### config.mk
export PLATFORM = sky130hd
export DESIGN_NAME = fds_ctrl
export DESIGN_NICKNAME = d
export VERILOG_FILES = /design/src/rtl/core/fds_pkg.sv /design/src/rtl/core/fds_ctrl.sv
export SDC_FILE = /design/constraint.sdc
export NUM_CORES = 1
export LEC_CHECK = 0
export ABC_CLOCK_PERIOD_IN_PS = 2700
export BUFFER_PORTS_ARGS = -buffer_cell sky130_fd_sc_hd__buf_2
export CAP_MARGIN = 20
export CELL_PAD_IN_SITES_DETAIL_PLACEMENT = 1
export CELL_PAD_IN_SITES_GLOBAL_PLACEMENT = 1
export CORE_MARGIN = 5
export CORE_UTILIZATION = 25
export CTS_CLUSTER_SIZE = 30
export DETAILED_ROUTE_END_ITERATION = 8
export PLACE_DENSITY_LB_ADDON = 0.1
export SLEW_MARGIN = 20
export SYNTH_ARGS = -nofsm -noshare
export SYNTH_HDL_FRONTEND = slang
export SYNTH_SLANG_ARGS = --single-unit
### constraint.sdc
create_clock -name clk -period 2.7 [get_ports clk]
set_clock_uncertainty 0.05 [all_clocks]
set_input_delay 0.405 -clock clk [delete_from_list [all_inputs] [get_ports clk]]
set_output_delay 0.405 -clock clk [all_outputs]
set_load 0.02 [all_outputs]
### src/rtl/core/fds_pkg.sv
// Shared types, constants and datapath operation codes of the formation distance stress block.
package fds_pkg;

  localparam int MAX_AGENTS_DEF = 16;
  localparam int COORD_W        = 24;
  localparam int SCALE_W        = 24;
  localparam int STRESS_W       = 63;
  localparam int AGENT_COUNT_W  = 5;
  localparam int NUM_COORDS     = 6;
  localparam int SCL_COORD_W    = 25;
  localparam int SUMSQ_W        = 52;
  localparam int ROOT_W         = 26;
  localparam int SQRT_STEPS     = 26;
  localparam int PADDR_W        = 3;
  localparam logic [SCALE_W-1:0] INV_SCALE_RESET = 24'd65536;

  typedef struct packed {
    logic signed [COORD_W-1:0] pos_x;
    logic signed [COORD_W-1:0] pos_y;
    logic signed [COORD_W-1:0] pos_z;
    logic signed [COORD_W-1:0] goal_x;
    logic signed [COORD_W-1:0] goal_y;
    logic signed [COORD_W-1:0] goal_z;
    logic                      last;
  } item_t;

  typedef struct packed {
    logic [STRESS_W-1:0]      stress;
    logic [AGENT_COUNT_W-1:0] agent_count;
    logic                     saturated;
  } result_t;

  typedef enum logic [3:0] {
    OP_NONE,
    OP_START,
    OP_SMUL,
    OP_SCLAMP,
    OP_SWRITE,
    OP_LATA,
    OP_LATB,
    OP_QMUL,
    OP_QACC,
    OP_RINIT,
    OP_RSTEP,
    OP_RSAVE,
    OP_TMUL,
    OP_TADD,
    OP_EMIT
  } op_t;

  typedef struct packed {
    op_t        op;
    logic [2:0] coord;
    logic       sel;
    logic       store;
    logic       ovf;
  } ctrl_t;

endpackage

### src/rtl/core/fds_ctrl.sv
// Controller: load bookkeeping, scaling sweep, pair walk and result handshake.
module fds_ctrl #(
  parameter int MAX_AGENTS = fds_pkg::MAX_AGENTS_DEF
) (
  input  logic                            clk,
  input  logic                            rst,
  input  logic                            item_valid,
  input  logic                            item_last,
  output logic                            item_ready,
  output logic                            result_valid,
  input  logic                            result_ready,
  output fds_pkg::ctrl_t                  ctl,
  output logic [$clog2(MAX_AGENTS)-1:0]   raw_waddr,
  output logic [$clog2(MAX_AGENTS)-1:0]   raw_raddr,
  output logic [$clog2(MAX_AGENTS)-1:0]   scl_waddr,
  output logic [$clog2(MAX_AGENTS)-1:0]   scl_raddr,
  output logic [$clog2(MAX_AGENTS+1)-1:0] n
);

  localparam int AW = $clog2(MAX_AGENTS);
  localparam int CW = $clog2(MAX_AGENTS+1);

  typedef enum logic [3:0] {
    S_IDLE, S_SC_RD, S_SC_MUL, S_SC_CLAMP, S_SC_WR, S_PR_RDA, S_PR_RDB, S_PR_LATB,
    S_SQ_MUL, S_SQ_ACC, S_RT_INIT, S_RT_STEP, S_RT_SAVE, S_T_MUL, S_T_ADD, S_DONE
  } state_t;

  state_t state;
  logic [CW-1:0] count, e, i, j;
  logic [2:0] k;
  logic [4:0] step;
  logic sel, ovf, ovf_hold;
  logic accept, room, emit;

  assign item_ready = (state == S_IDLE);
  assign accept     = item_valid && item_ready;
  assign room       = count < CW'(MAX_AGENTS);
  assign emit       = (state == S_DONE) && (!result_valid || result_ready);

  assign raw_waddr = count[AW-1:0];
  assign raw_raddr = e[AW-1:0];
  assign scl_waddr = e[AW-1:0];
  assign scl_raddr = (state == S_PR_RDA) ? i[AW-1:0] : j[AW-1:0];

  always_comb begin
    ctl.coord = k;
    ctl.sel   = sel;
    ctl.store = accept && room;
    ctl.ovf   = ovf_hold;
    case (state)
      S_IDLE:     ctl.op = (accept && item_last) ? fds_pkg::OP_START : fds_pkg::OP_NONE;
      S_SC_MUL:   ctl.op = fds_pkg::OP_SMUL;
      S_SC_CLAMP: ctl.op = fds_pkg::OP_SCLAMP;
      S_SC_WR:    ctl.op = fds_pkg::OP_SWRITE;
      S_PR_RDB:   ctl.op = fds_pkg::OP_LATA;
      S_PR_LATB:  ctl.op = fds_pkg::OP_LATB;
      S_SQ_MUL:   ctl.op = fds_pkg::OP_QMUL;
      S_SQ_ACC:   ctl.op = fds_pkg::OP_QACC;
      S_RT_INIT:  ctl.op = fds_pkg::OP_RINIT;
      S_RT_STEP:  ctl.op = fds_pkg::OP_RSTEP;
      S_RT_SAVE:  ctl.op = fds_pkg::OP_RSAVE;
      S_T_MUL:    ctl.op = fds_pkg::OP_TMUL;
      S_T_ADD:    ctl.op = fds_pkg::OP_TADD;
      S_DONE:     ctl.op = emit ? fds_pkg::OP_EMIT : fds_pkg::OP_NONE;
      default:    ctl.op = fds_pkg::OP_NONE;
    endcase
  end

  always_ff @(posedge clk) begin
    if (rst) begin
      state        <= S_IDLE;
      count        <= '0;
      ovf          <= 1'b0;
      ovf_hold     <= 1'b0;
      n            <= '0;
      e            <= '0;
      i            <= '0;
      j            <= '0;
      k            <= '0;
      step         <= '0;
      sel          <= 1'b0;
      result_valid <= 1'b0;
    end else begin
      if (emit) begin
        result_valid <= 1'b1;
      end else if (result_valid && result_ready) begin
        result_valid <= 1'b0;
      end
      case (state)
        S_IDLE: begin
          if (accept) begin
            if (item_last) begin
              n        <= room ? count + CW'(1) : count;
              ovf_hold <= ovf || !room;
              count    <= '0;
              ovf      <= 1'b0;
              e        <= '0;
              k        <= '0;
              state    <= S_SC_RD;
            end else if (room) begin
              count <= count + CW'(1);
            end else begin
              ovf <= 1'b1;
            end
          end
        end
        S_SC_RD: state <= S_SC_MUL;
        S_SC_MUL: state <= S_SC_CLAMP;
        S_SC_CLAMP: begin
          if (k == 3'd5) begin
            state <= S_SC_WR;
          end else begin
            k     <= k + 3'd1;
            state <= S_SC_MUL;
          end
        end
        S_SC_WR: begin
          k <= '0;
          if (e == n - CW'(1)) begin
            i     <= '0;
            j     <= '0;
            state <= S_PR_RDA;
          end else begin
            e     <= e + CW'(1);
            state <= S_SC_RD;
          end
        end
        S_PR_RDA: state <= S_PR_RDB;
        S_PR_RDB: state <= S_PR_LATB;
        S_PR_LATB: begin
          k     <= '0;
          state <= S_SQ_MUL;
        end
        S_SQ_MUL: state <= S_SQ_ACC;
        S_SQ_ACC: begin
          if (k == 3'd5) begin
            sel   <= 1'b0;
            state <= S_RT_INIT;
          end else begin
            k     <= k + 3'd1;
            state <= S_SQ_MUL;
          end
        end
        S_RT_INIT: begin
          step  <= '0;
          state <= S_RT_STEP;
        end
        S_RT_STEP: begin
          if (step == 5'(fds_pkg::SQRT_STEPS - 1)) begin
            state <= S_RT_SAVE;
          end else begin
            step <= step + 5'd1;
          end
        end
        S_RT_SAVE: begin
          if (!sel) begin
            sel   <= 1'b1;
            state <= S_RT_INIT;
          end else begin
            state <= S_T_MUL;
          end
        end
        S_T_MUL: state <= S_T_ADD;
        S_T_ADD: begin
          if (j == n - CW'(1)) begin
            j <= '0;
            if (i == n - CW'(1)) begin
              state <= S_DONE;
            end else begin
              i     <= i + CW'(1);
              state <= S_PR_RDA;
            end
          end else begin
            j     <= j + CW'(1);
            state <= S_PR_RDA;
          end
        end
        S_DONE: begin
          if (emit) begin
            state <= S_IDLE;
          end
        end
        default: state <= S_IDLE;
      endcase
    end
  end

endmodule

==> results of run 1 <==
==> metrics by stage <==
step / instances / worst slack, ns / hold WS [ns]
after detailed placement: 523 / 0.285 / 0.417
after CTS: 531 / 0.247 / 0.365
after global routing: 531 / 0.0666 / 0.402
final: 531 / 0.266 / 0.374
after global placement: 523 / 0.378 / 0.401
after floorplan: 365 / 0.263 / 0.387
==> metal layers <==
metal  vias up  GRT usage
li1       1340          -
met1      1252      0.167
met2        25      0.201
met3         8     0.0239
met4         0     0.0344
met5         -          0
==> synth_stat cells, types with 8 or more instances <==
cell and n:
buf_4 16, inv_1 12, ha_1 9, nor2_1 48
xnor2_1 15, a21oi_1 28, nand3_1 14, o21ai_0 14
clkbuf_1 10, nand2_1 23, dfxtp_1 41, nor3_1 8
==> power by group <==
| group | switching (mW) | total (mW) | internal, mW |
|---|---|---|---|
| Combinational | 0.269 | 0.439 | 0.170 |
| Clock | 0.286 | 0.820 | 0.534 |
| Sequential | 0.0428 | 0.667 | 0.624 |
| Total | 0.598 | 1.93 | 1.33 |
==> placed cells by master, fill, tap and decap left out, drive strengths merged, types with 7 or more instances in the layout <==
cell type / count
a21oi: 29
nand2: 23
xor2: 8
o31ai: 7
buf: 50
ha: 9
a211oi: 11
dfxtp: 41
nor3: 9
nand3: 15
o21ai: 14
xnor2: 15
nor2: 50
nand2b: 7
inv: 13
==> final timing paths <==
kind              cells after the start              start                        end  slack [ns]
setup reg to reg                      8  n[1]$_SDFFE_PP0P_          i[3]$_SDFFE_PP0P_        0.27
setup / recovery                      8  n[1]$_SDFFE_PP0P_          i[3]$_SDFFE_PP0P_        0.27
hold / removal                        3       result_ready  result_valid$_SDFFE_PP0P_        0.37
hold reg to reg                       2   ovf$_SDFFE_PP0P_           ovf$_SDFFE_PP0P_        0.43
==> registers in the layout (all words and copies together) (netlist names) <==
name,flops
n,5
step,5
i,5
ovf,1
k,3
e,5
count,5
ovf_hold,1
j,5
result_valid,1
sel,1
state,4
==> cells by family after synthesis <==
group / count (synthesis)
DFF: 41
muxes: 9
adders and majority gates: 9
xor gates and xnor gates: 23
AOI/OAI and AO/OA: 95
and+or+nand+nor: 141
buffers and inverters: 47
==> final cells by class <==
class                   instances  area, um^2
fillers                      1358        8110
multi-input cells             277        1840
flip-flops and latches         41         821
repair buffers                 50         283
well taps                     143         179
clock buffers                   5         125
clock inverters                 3        68.8
inverters                      12        45.0
==> tightest hold or removal path, stage by stage <==
cell	delay [ns]
buf_2	0.08
nand2b_1	0.12
a21oi_1	0.07
==> flow_summary.toml, run 1 <==
[run_status]
status = "complete, no violations"

[clocking]
cts_buffer_depth = 2
clk_pin_slew_ns = 0.07
cts-root-buf = "clkbuf_16"
cts.hold.buffers_added = 0
cts_sinks = 41
insertion_delay_ns = 0.30
cts_setup_buffers = 0
cts_resized = 0
cts-buffers-inserted = 5
h-tree-depth = 2
cts_tree = "yes"

[timing]
slew_headroom = 0.686
final-max-slew-violation-count = 0
finalCritPeriodShare = 0.902
worst_pin_slew_ns = 0.471
hold_viol_final = 0
final.min_clock_period_ns = 2.43
setup_viol = 0
rsz0062_at_grt = "no"
fmax_mhz = 411
fin_tns_setup_ns = 0

[layout]
fin_util = 0.293
drive_gt1_frac = 0.211
fin_area_mm2 = 0.00336
synthToLayoutAreaGrowth_pct = 14.4
num_antenna_cells = 0
nets = 401

[drt]
ant_nets = 0
wl_met2_um = 3870
firstDrtPassIters = 4
drt-total-wl_um = 8500
remaining_drc_errors = 0
drtIter0Drc = 124
met3_length_um = 235
wire_per_inst_um = 16.0
top_layer = "met4"
via_count = 2625
vias_per_cell = 4.94
wl_met1_um = 4290

[die]
num_rows = 39
core_mm2 = 0.0115
die_area_mm2 = 0.0140
initial_utilization = 0.256
die_width_um = 118
die_y_um = 118
ioPinCount = 38

[placed_design]
port_buffers = 37
place_hpwl_um = 6470
dpl_cell_area_mm2 = 0.00316
place.gp.congestion = 0.742

[worst_setup_path]
crit_slowest_cell = "or4_1"
crit_path_end_kind = "register"
startpoint_type = "register"
arrival_ns = 2.61
path_delay_family = "compound AO/OA/AOI/OAI gates"
worstPathMaxFanout = 10
worst-path-buf-inv = 1
crit_required_ns = 2.87
crit_type = "reg2reg"
worstPathCellList = "inv_1 -> ha_1 -> and3_1 -> o21ai_0 -> a31oi_1 -> o2111a_2 -> or4_1 -> a21oi_1"
slowest_delay_ns = 0.51

[logic_synthesis]
synth_top_cell_by_area = "dfxtp_1"
synth.area.top_cells = "dfxtp_1 28%, nor2_1 6.1%, a21oi_1 4.8%"
syn-cell-area_mm2 = 0.00293
ys_ff_latch = 41
synth_fa_ha_area_frac = 0.0384
ys_warn_count = 0
ys.flop_type = "dfxtp_1"
synth-async-reset-ratio = 0
syn-mean-instance-area_um2 = 8.04
synth_top_family_by_area = "simple AND/OR/NAND/NOR gates"
synth-simple-area-share = 0.248
seq_area_frac_synth = 0.280
synth_compound_area_frac = 0.235
synth_top_area_share = 0.280
muxShareOfSynthArea = 0.0324
synth_xor_area_frac = 0.0712
synth_edf_count = 0
syn_nets = 379
ys_types = 66
syn_inst = 365

[job]
maxCapViolCount = 0

[power]
peakVddDrop_mv = 0.214
p_leak_nw = 1.30
power_density_mw_per_mm2 = 574
finalPower_mw = 1.93

[global_routing]
antenna_found_initial = 0
grt.overflow.total = 0
grt_pass1_wl_um = 14300
grt_pass1_vias = 2682
grt_start_max_net_pins = 23
grt_use_total = 0.124

[hold_path]
hold_path.class = "in2reg"
No activity file was read; power rests on OpenSTA's default activity.
==> run 2: changes to the inputs <==
--- a/config.mk
+++ b/config.mk
@@ -5,13 +5,14 @@
 export SDC_FILE = /design/constraint.sdc
 export NUM_CORES = 1
 export LEC_CHECK = 0
-export ABC_CLOCK_PERIOD_IN_PS = 2700
+export ABC_CLOCK_PERIOD_IN_PS = 2800
 export BUFFER_PORTS_ARGS = -buffer_cell sky130_fd_sc_hd__buf_2
 export CAP_MARGIN = 20
 export CELL_PAD_IN_SITES_DETAIL_PLACEMENT = 1
 export CELL_PAD_IN_SITES_GLOBAL_PLACEMENT = 1
 export CORE_MARGIN = 5
 export CORE_UTILIZATION = 25
+export CTS_CLUSTER_DIAMETER = 60
 export CTS_CLUSTER_SIZE = 30
 export DETAILED_ROUTE_END_ITERATION = 8
 export PLACE_DENSITY_LB_ADDON = 0.1
==> constraint.sdc (replaced) <==
create_clock -name clk -period 2.8 [get_ports clk]
set_clock_uncertainty 0.05 [all_clocks]
set_input_delay 0.42 -clock clk [delete_from_list [all_inputs] [get_ports clk]]
set_output_delay 0.42 -clock clk [all_outputs]
set_load 0.02 [all_outputs]
==> run 2 against run 1 <==
Compared with the run above:
- sequential power fell by 2%
- global-route usage hardly changed
- die area unchanged
- final area fell by 1.9%
- hold slack better by 0.0032 ns
- cell count decreased by 0.56%
- setup slack lost 0.024 ns
- clock power is 24% lower
- critical endpoint is now i[4]$_SDFFE_PP0P_
- largest cell class unchanged
- highest routed layer unchanged
==> flow_summary.toml, run 2 (synthesized netlist as in run 1, its figures left out) <==
[clocking]
insertion_delay_ns = 0.29
h-tree-depth = 2
cts_sinks = 41
cts_buffer_depth = 2
cts.hold.buffers_added = 0
clk_pin_slew_ns = 0.07
cts_resized = 0
cts-root-buf = "clkbuf_16"
cts_tree = "yes"
cts_setup_buffers = 0
cts-buffers-inserted = 5

[layout]
drive_gt1_frac = 0.205
mostFrequentLayoutCells = "48 x nor2_1, 41 x dfxtp_1, 37 x buf_2"
final_common_cell = "nor2_1"
synthToLayoutAreaGrowth_pct = 12.3
nets = 398
num_antenna_cells = 0

[die]
die_area_mm2 = 0.0140
die_width_um = 118
initial_utilization = 0.256
num_rows = 39
core_mm2 = 0.0115
ioPinCount = 38
die_y_um = 118

[placed_design]
place.gp.congestion = 0.757
place_hpwl_um = 6400
port_buffers = 37

[global_routing]
antenna_found_initial = 0
grt.overflow.total = 0
grt_start_max_net_pins = 23
grt_use_total = 0.123
grt_pass1_vias = 2717
grt_pass1_wl_um = 14500

[worst_setup_path]
rrSetupSlack_ns = 0.24
slowest_delay_ns = 0.51
crit_path_end_kind = "register"
arrival_ns = 2.73
crit_slowest_cell = "or4_1"
r2r_end = "i[4]$_SDFFE_PP0P_"
crit_top_cell = "a31oi_1"
worst-path-buf-inv = 1
reg2reg_from = "n[1]$_SDFFE_PP0P_"
crit_required_ns = 2.97
rr_worst_depth = 8
crit_type = "reg2reg"
worstPathCellList = "inv_1 -> ha_1 -> and4b_1 -> a31oi_1 -> a31oi_1 -> o2111a_2 -> or4_1 -> a21oi_1"
worstPathMaxFanout = 12
path_delay_family = "compound AO/OA/AOI/OAI gates"
startpoint_type = "register"

[run_status]
status = "complete, no violations"

[timing]
finalCritPeriodShare = 0.914
worst_pin_slew_ns = 0.607
setup_viol = 0
final-max-slew-violation-count = 0
rsz0062_at_grt = "no"
fin_tns_setup_ns = 0
slew_headroom = 0.595
hold_viol_final = 0
final.min_clock_period_ns = 2.56
fmax_mhz = 391

[drt]
wire_per_inst_um = 15.9
ant_nets = 0
vias_per_cell = 4.91
firstDrtPassIters = 4
drt-total-wl_um = 8380
remaining_drc_errors = 0
via_count = 2592
drtIter0Drc = 129

[power]
power_density_mw_per_mm2 = 510
finalPower_mw = 1.68
peakVddDrop_mv = 0.220
p_leak_nw = 1.27

[hold_path]
hold_path.class = "in2reg"
worstHoldStart = "result_ready"
hold_depth = 3
min_to = "result_valid$_SDFFE_PP0P_"

[job]
maxCapViolCount = 0
==> run 2: cell types whose count changed in the layout (fill, tap and decap cells not counted) <==
cell       delta
bufinv_16     -2
buf_4         -3
inv_6         +1
inv_8         +1
==> run 2: power by group <==
part / total [mW] / internal, mW / switching, mW
sequential: 0.651 / 0.602 / 0.0488
clock: 0.626 / 0.344 / 0.282
combinational: 0.405 / 0.154 / 0.251
==> run 2: area by class of cell <==
cell class	instances	area [um^2]
Tap cell	143	179
Inverter	12	45.0
Multi-Input combinational cell	277	1840
Timing Repair Buffer	47	260
Sequential cell	41	821
Clock inverter	3	28.8
Clock buffer	5	125
Fill cell	1379	8170
==> run 2: metrics by stage <==
step	hold WS (ns)	worst slack, ns	std cells	area, um^2	utilization
5_1_grt	0.383	0.0285	528	3290	0.287
2_1_floorplan	0.387	0.363	365	2930	-
4_1_cts	0.376	0.212	528	3290	0.287
3_3_place_gp	0.401	0.400	520	3140	0.274
6_report	0.377	0.241	528	3290	0.287
3_5_place_dp	0.422	0.256	520	3140	0.274
==> run 2: per-layer routing <==
metal | vias up | track usage | wire, um
li1 | 1328 | - | -
met1 | 1238 | 0.170 | 4240
met2 | 21 | 0.199 | 3890
met3 | 5 | 0.0239 | 181
met4 | 0 | 0.0301 | 77
met5 | - | 0 | 0
==> run 2: worst max path at each step <==
| stage | to | slack (ns) | depth (start not counted) | start |
|---|---|---|---|---|
| after detailed placement | i[4]$_SDFFE_PP0P_ | 0.26 | 8 | n[1]$_SDFFE_PP0P_ |
| after CTS | i[4]$_SDFFE_PP0P_ | 0.21 | 8 | n[1]$_SDFFE_PP0P_ |
| final | i[4]$_SDFFE_PP0P_ | 0.24 | 8 | n[1]$_SDFFE_PP0P_ |
| after global routing | i[4]$_SDFFE_PP0P_ | 0.03 | 8 | n[1]$_SDFFE_PP0P_ |
| after global placement | i[3]$_SDFFE_PP0P_ | 0.40 | 8 | n[1]$_SDFFE_PP0P_ |
| after floorplan | i[4]$_SDFFE_PP0P_ | 0.36 | 10 | n[0]$_SDFFE_PP0P_ |
==> run 2: worst register-to-register path: cells and delay by family, from the launching register on <==
family	cells	cell delay, ns
AO/OA/AOI/OAI	4	0.81
AND/OR/NAND/NOR	2	0.77
flip-flops	1	0.46
adder cells (fa/ha/maj)	1	0.32
buffers and inverters	1	0.08
==> run 3: changes to the inputs <==
--- a/config.mk
+++ b/config.mk
@@ -10,7 +10,6 @@
 export CAP_MARGIN = 20
 export CELL_PAD_IN_SITES_DETAIL_PLACEMENT = 1
 export CELL_PAD_IN_SITES_GLOBAL_PLACEMENT = 1
-export CORE_MARGIN = 5
 export CORE_UTILIZATION = 25
 export CTS_CLUSTER_DIAMETER = 60
 export CTS_CLUSTER_SIZE = 30
==> constraint.sdc (replaced) <==
create_clock -name clk -period 2.8 [get_ports clk]
set_clock_uncertainty 0.05 [all_clocks]
set_input_delay 0.56 -clock clk [delete_from_list [all_inputs] [get_ports clk]]
set_output_delay 0.56 -clock clk [all_outputs]
set_load 0.02 [all_outputs]
==> run 3 against run 2 <==
Compared with the run above:
- core utilization is 0.12 points higher
- wire length is 2.5% lower
- final area stayed put
- via count is 0.89% higher
- die area is 13% lower
- critical path type is now reg2out
- critical endpoint is now scl_raddr[3]
==> flow_summary.toml, run 3 (synthesized netlist as in run 1, its figures left out) <==
[drt]
ant_nets = 0
via_count = 2615
vias_per_cell = 4.93
wire_per_inst_um = 15.4
remaining_drc_errors = 0
firstDrtPassIters = 4
drtIter0Drc = 52
drt-total-wl_um = 8180

[clocking]
h-tree-depth = 2
cts_resized = 0
cts-root-buf = "clkbuf_16"
cts-buffers-inserted = 5
clk_pin_slew_ns = 0.06
cts_sinks = 41
cts.hold.buffers_added = 0
cts_tree = "yes"
cts_setup_buffers = 0
insertion_delay_ns = 0.29
cts_buffer_depth = 2

[worst_setup_path]
reg2reg_from = "n[1]$_SDFFE_PP0P_"
worstPathMaxFanout = 17
r2r_end = "i[4]$_SDFFE_PP0P_"
arrival_ns = 2.06
rrSetupSlack_ns = 0.46
crit_type = "reg2out"
startpoint_type = "register"
crit_path_end_kind = "output port"
rr_worst_depth = 8
crit_required_ns = 2.19

[placed_design]
place.gp.congestion = 0.695
dp_cells = 522
place_hpwl_um = 6170
port_buffers = 37
dpl_cell_area_mm2 = 0.00316

[die]
die_y_um = 110
die_width_um = 110
initial_utilization = 0.257
die_area_mm2 = 0.0122
num_rows = 39
ioPinCount = 38
core_mm2 = 0.0114

[layout]
drive_gt1_frac = 0.207
nets = 400
synthToLayoutAreaGrowth_pct = 12.3
final_common_cell = "nor2_1"
fin_util = 0.289
fin_cells = 530
num_antenna_cells = 0
fin_area_mm2 = 0.00329
mostFrequentLayoutCells = "48 x nor2_1, 41 x dfxtp_1, 37 x buf_2"

[timing]
holdWs_ns = 0.424
worst_pin_slew_ns = 0.566
final.min_clock_period_ns = 2.67
fin_tns_setup_ns = 0
fmax_mhz = 375
setup_viol = 0
slew_headroom = 0.622
final-max-slew-violation-count = 0
hold_viol_final = 0
rsz0062_at_grt = "no"
finalCritPeriodShare = 0.953

[hold_path]
worstHoldStart = "ovf$_SDFFE_PP0P_"
hold_path.class = "reg2reg"
min_to = "ovf$_SDFFE_PP0P_"
hold_depth = 2

[global_routing]
antenna_found_initial = 0
grt.overflow.total = 0
grt_pass1_vias = 2581
grt_pass1_wl_um = 13700
grt_start_max_net_pins = 24
grt_use_total = 0.146

[job]
maxCapViolCount = 0

[power]
peakVddDrop_mv = 0.185
p_leak_nw = 1.27
power_density_mw_per_mm2 = 496

[run_status]
status = "complete, no violations"
run 3: cell count changes in the layout (fill, tap and decap cells not counted):
| cell | previous run | this run |
|---|---|---|
| inv_8 | 1 | 0 |
| clkinv_2 | 0 | 2 |
| buf_4 | 10 | 12 |
| inv_6 | 2 | 0 |
| clkbuf_1 | 0 | 1 |
run 3: area by class of cell:
class | count | area [um^2]
Clock inverter | 2 | 10.0
Sequential cell | 41 | 821
Timing Repair Buffer | 49 | 275
Fill cell | 1418 | 8120
Inverter | 12 | 45.0
Tap cell | 143 | 179
Clock buffer | 6 | 129
Multi-Input combinational cell | 277 | 1840
run 3: worst max-delay path by stage:
stage / from / endpoint / depth (start not counted)
finish: state[1]$_SDFFE_PP0P_ / scl_raddr[3] / 5
global route: state[0]$_SDFFE_PP0P_ / scl_raddr[0] / 5
CTS: state[1]$_SDFFE_PP0P_ / scl_raddr[3] / 5
detailed placement: state[0]$_SDFFE_PP0P_ / scl_raddr[3] / 5
global placement: state[0]$_SDFFE_PP0P_ / scl_raddr[3] / 5
floorplan: n[0]$_SDFFE_PP0P_ / i[4]$_SDFFE_PP0P_ / 10
run 3: worst max-delay path: stages (launching register included):
cell and delay (ns):
dfxtp_1 0.49, nand2b_1 0.31, nor3_1 0.29, buf_4 0.20
mux2_2 0.33, buf_2 0.16
run 3: per-stage QoR:
stage	setup slack (ns)	total power [mW]
6_report	0.131	1.63
5_1_grt	0.00763	1.74
4_1_cts	0.0883	1.67
3_5_place_dp	0.402	1.08
3_3_place_gp	0.409	1.08
2_1_floorplan	0.363	0.982
run 3: metal layers:
layer  global-route usage  part of all wire  vias to the layer above
met2                0.235              0.47                       31
met1                0.198              0.49                     1245
met3               0.0253             0.024                        7
li1                     -                 -                     1332
met4               0.0461             0.016                        0
met5                    0                 0                        -
run 3: power by group:
group,internal [mW],leakage [nW],switching (mW)
sequential,0.603,0.332,0.0503
clock,0.328,0.0706,0.243
combinational,0.161,0.868,0.248
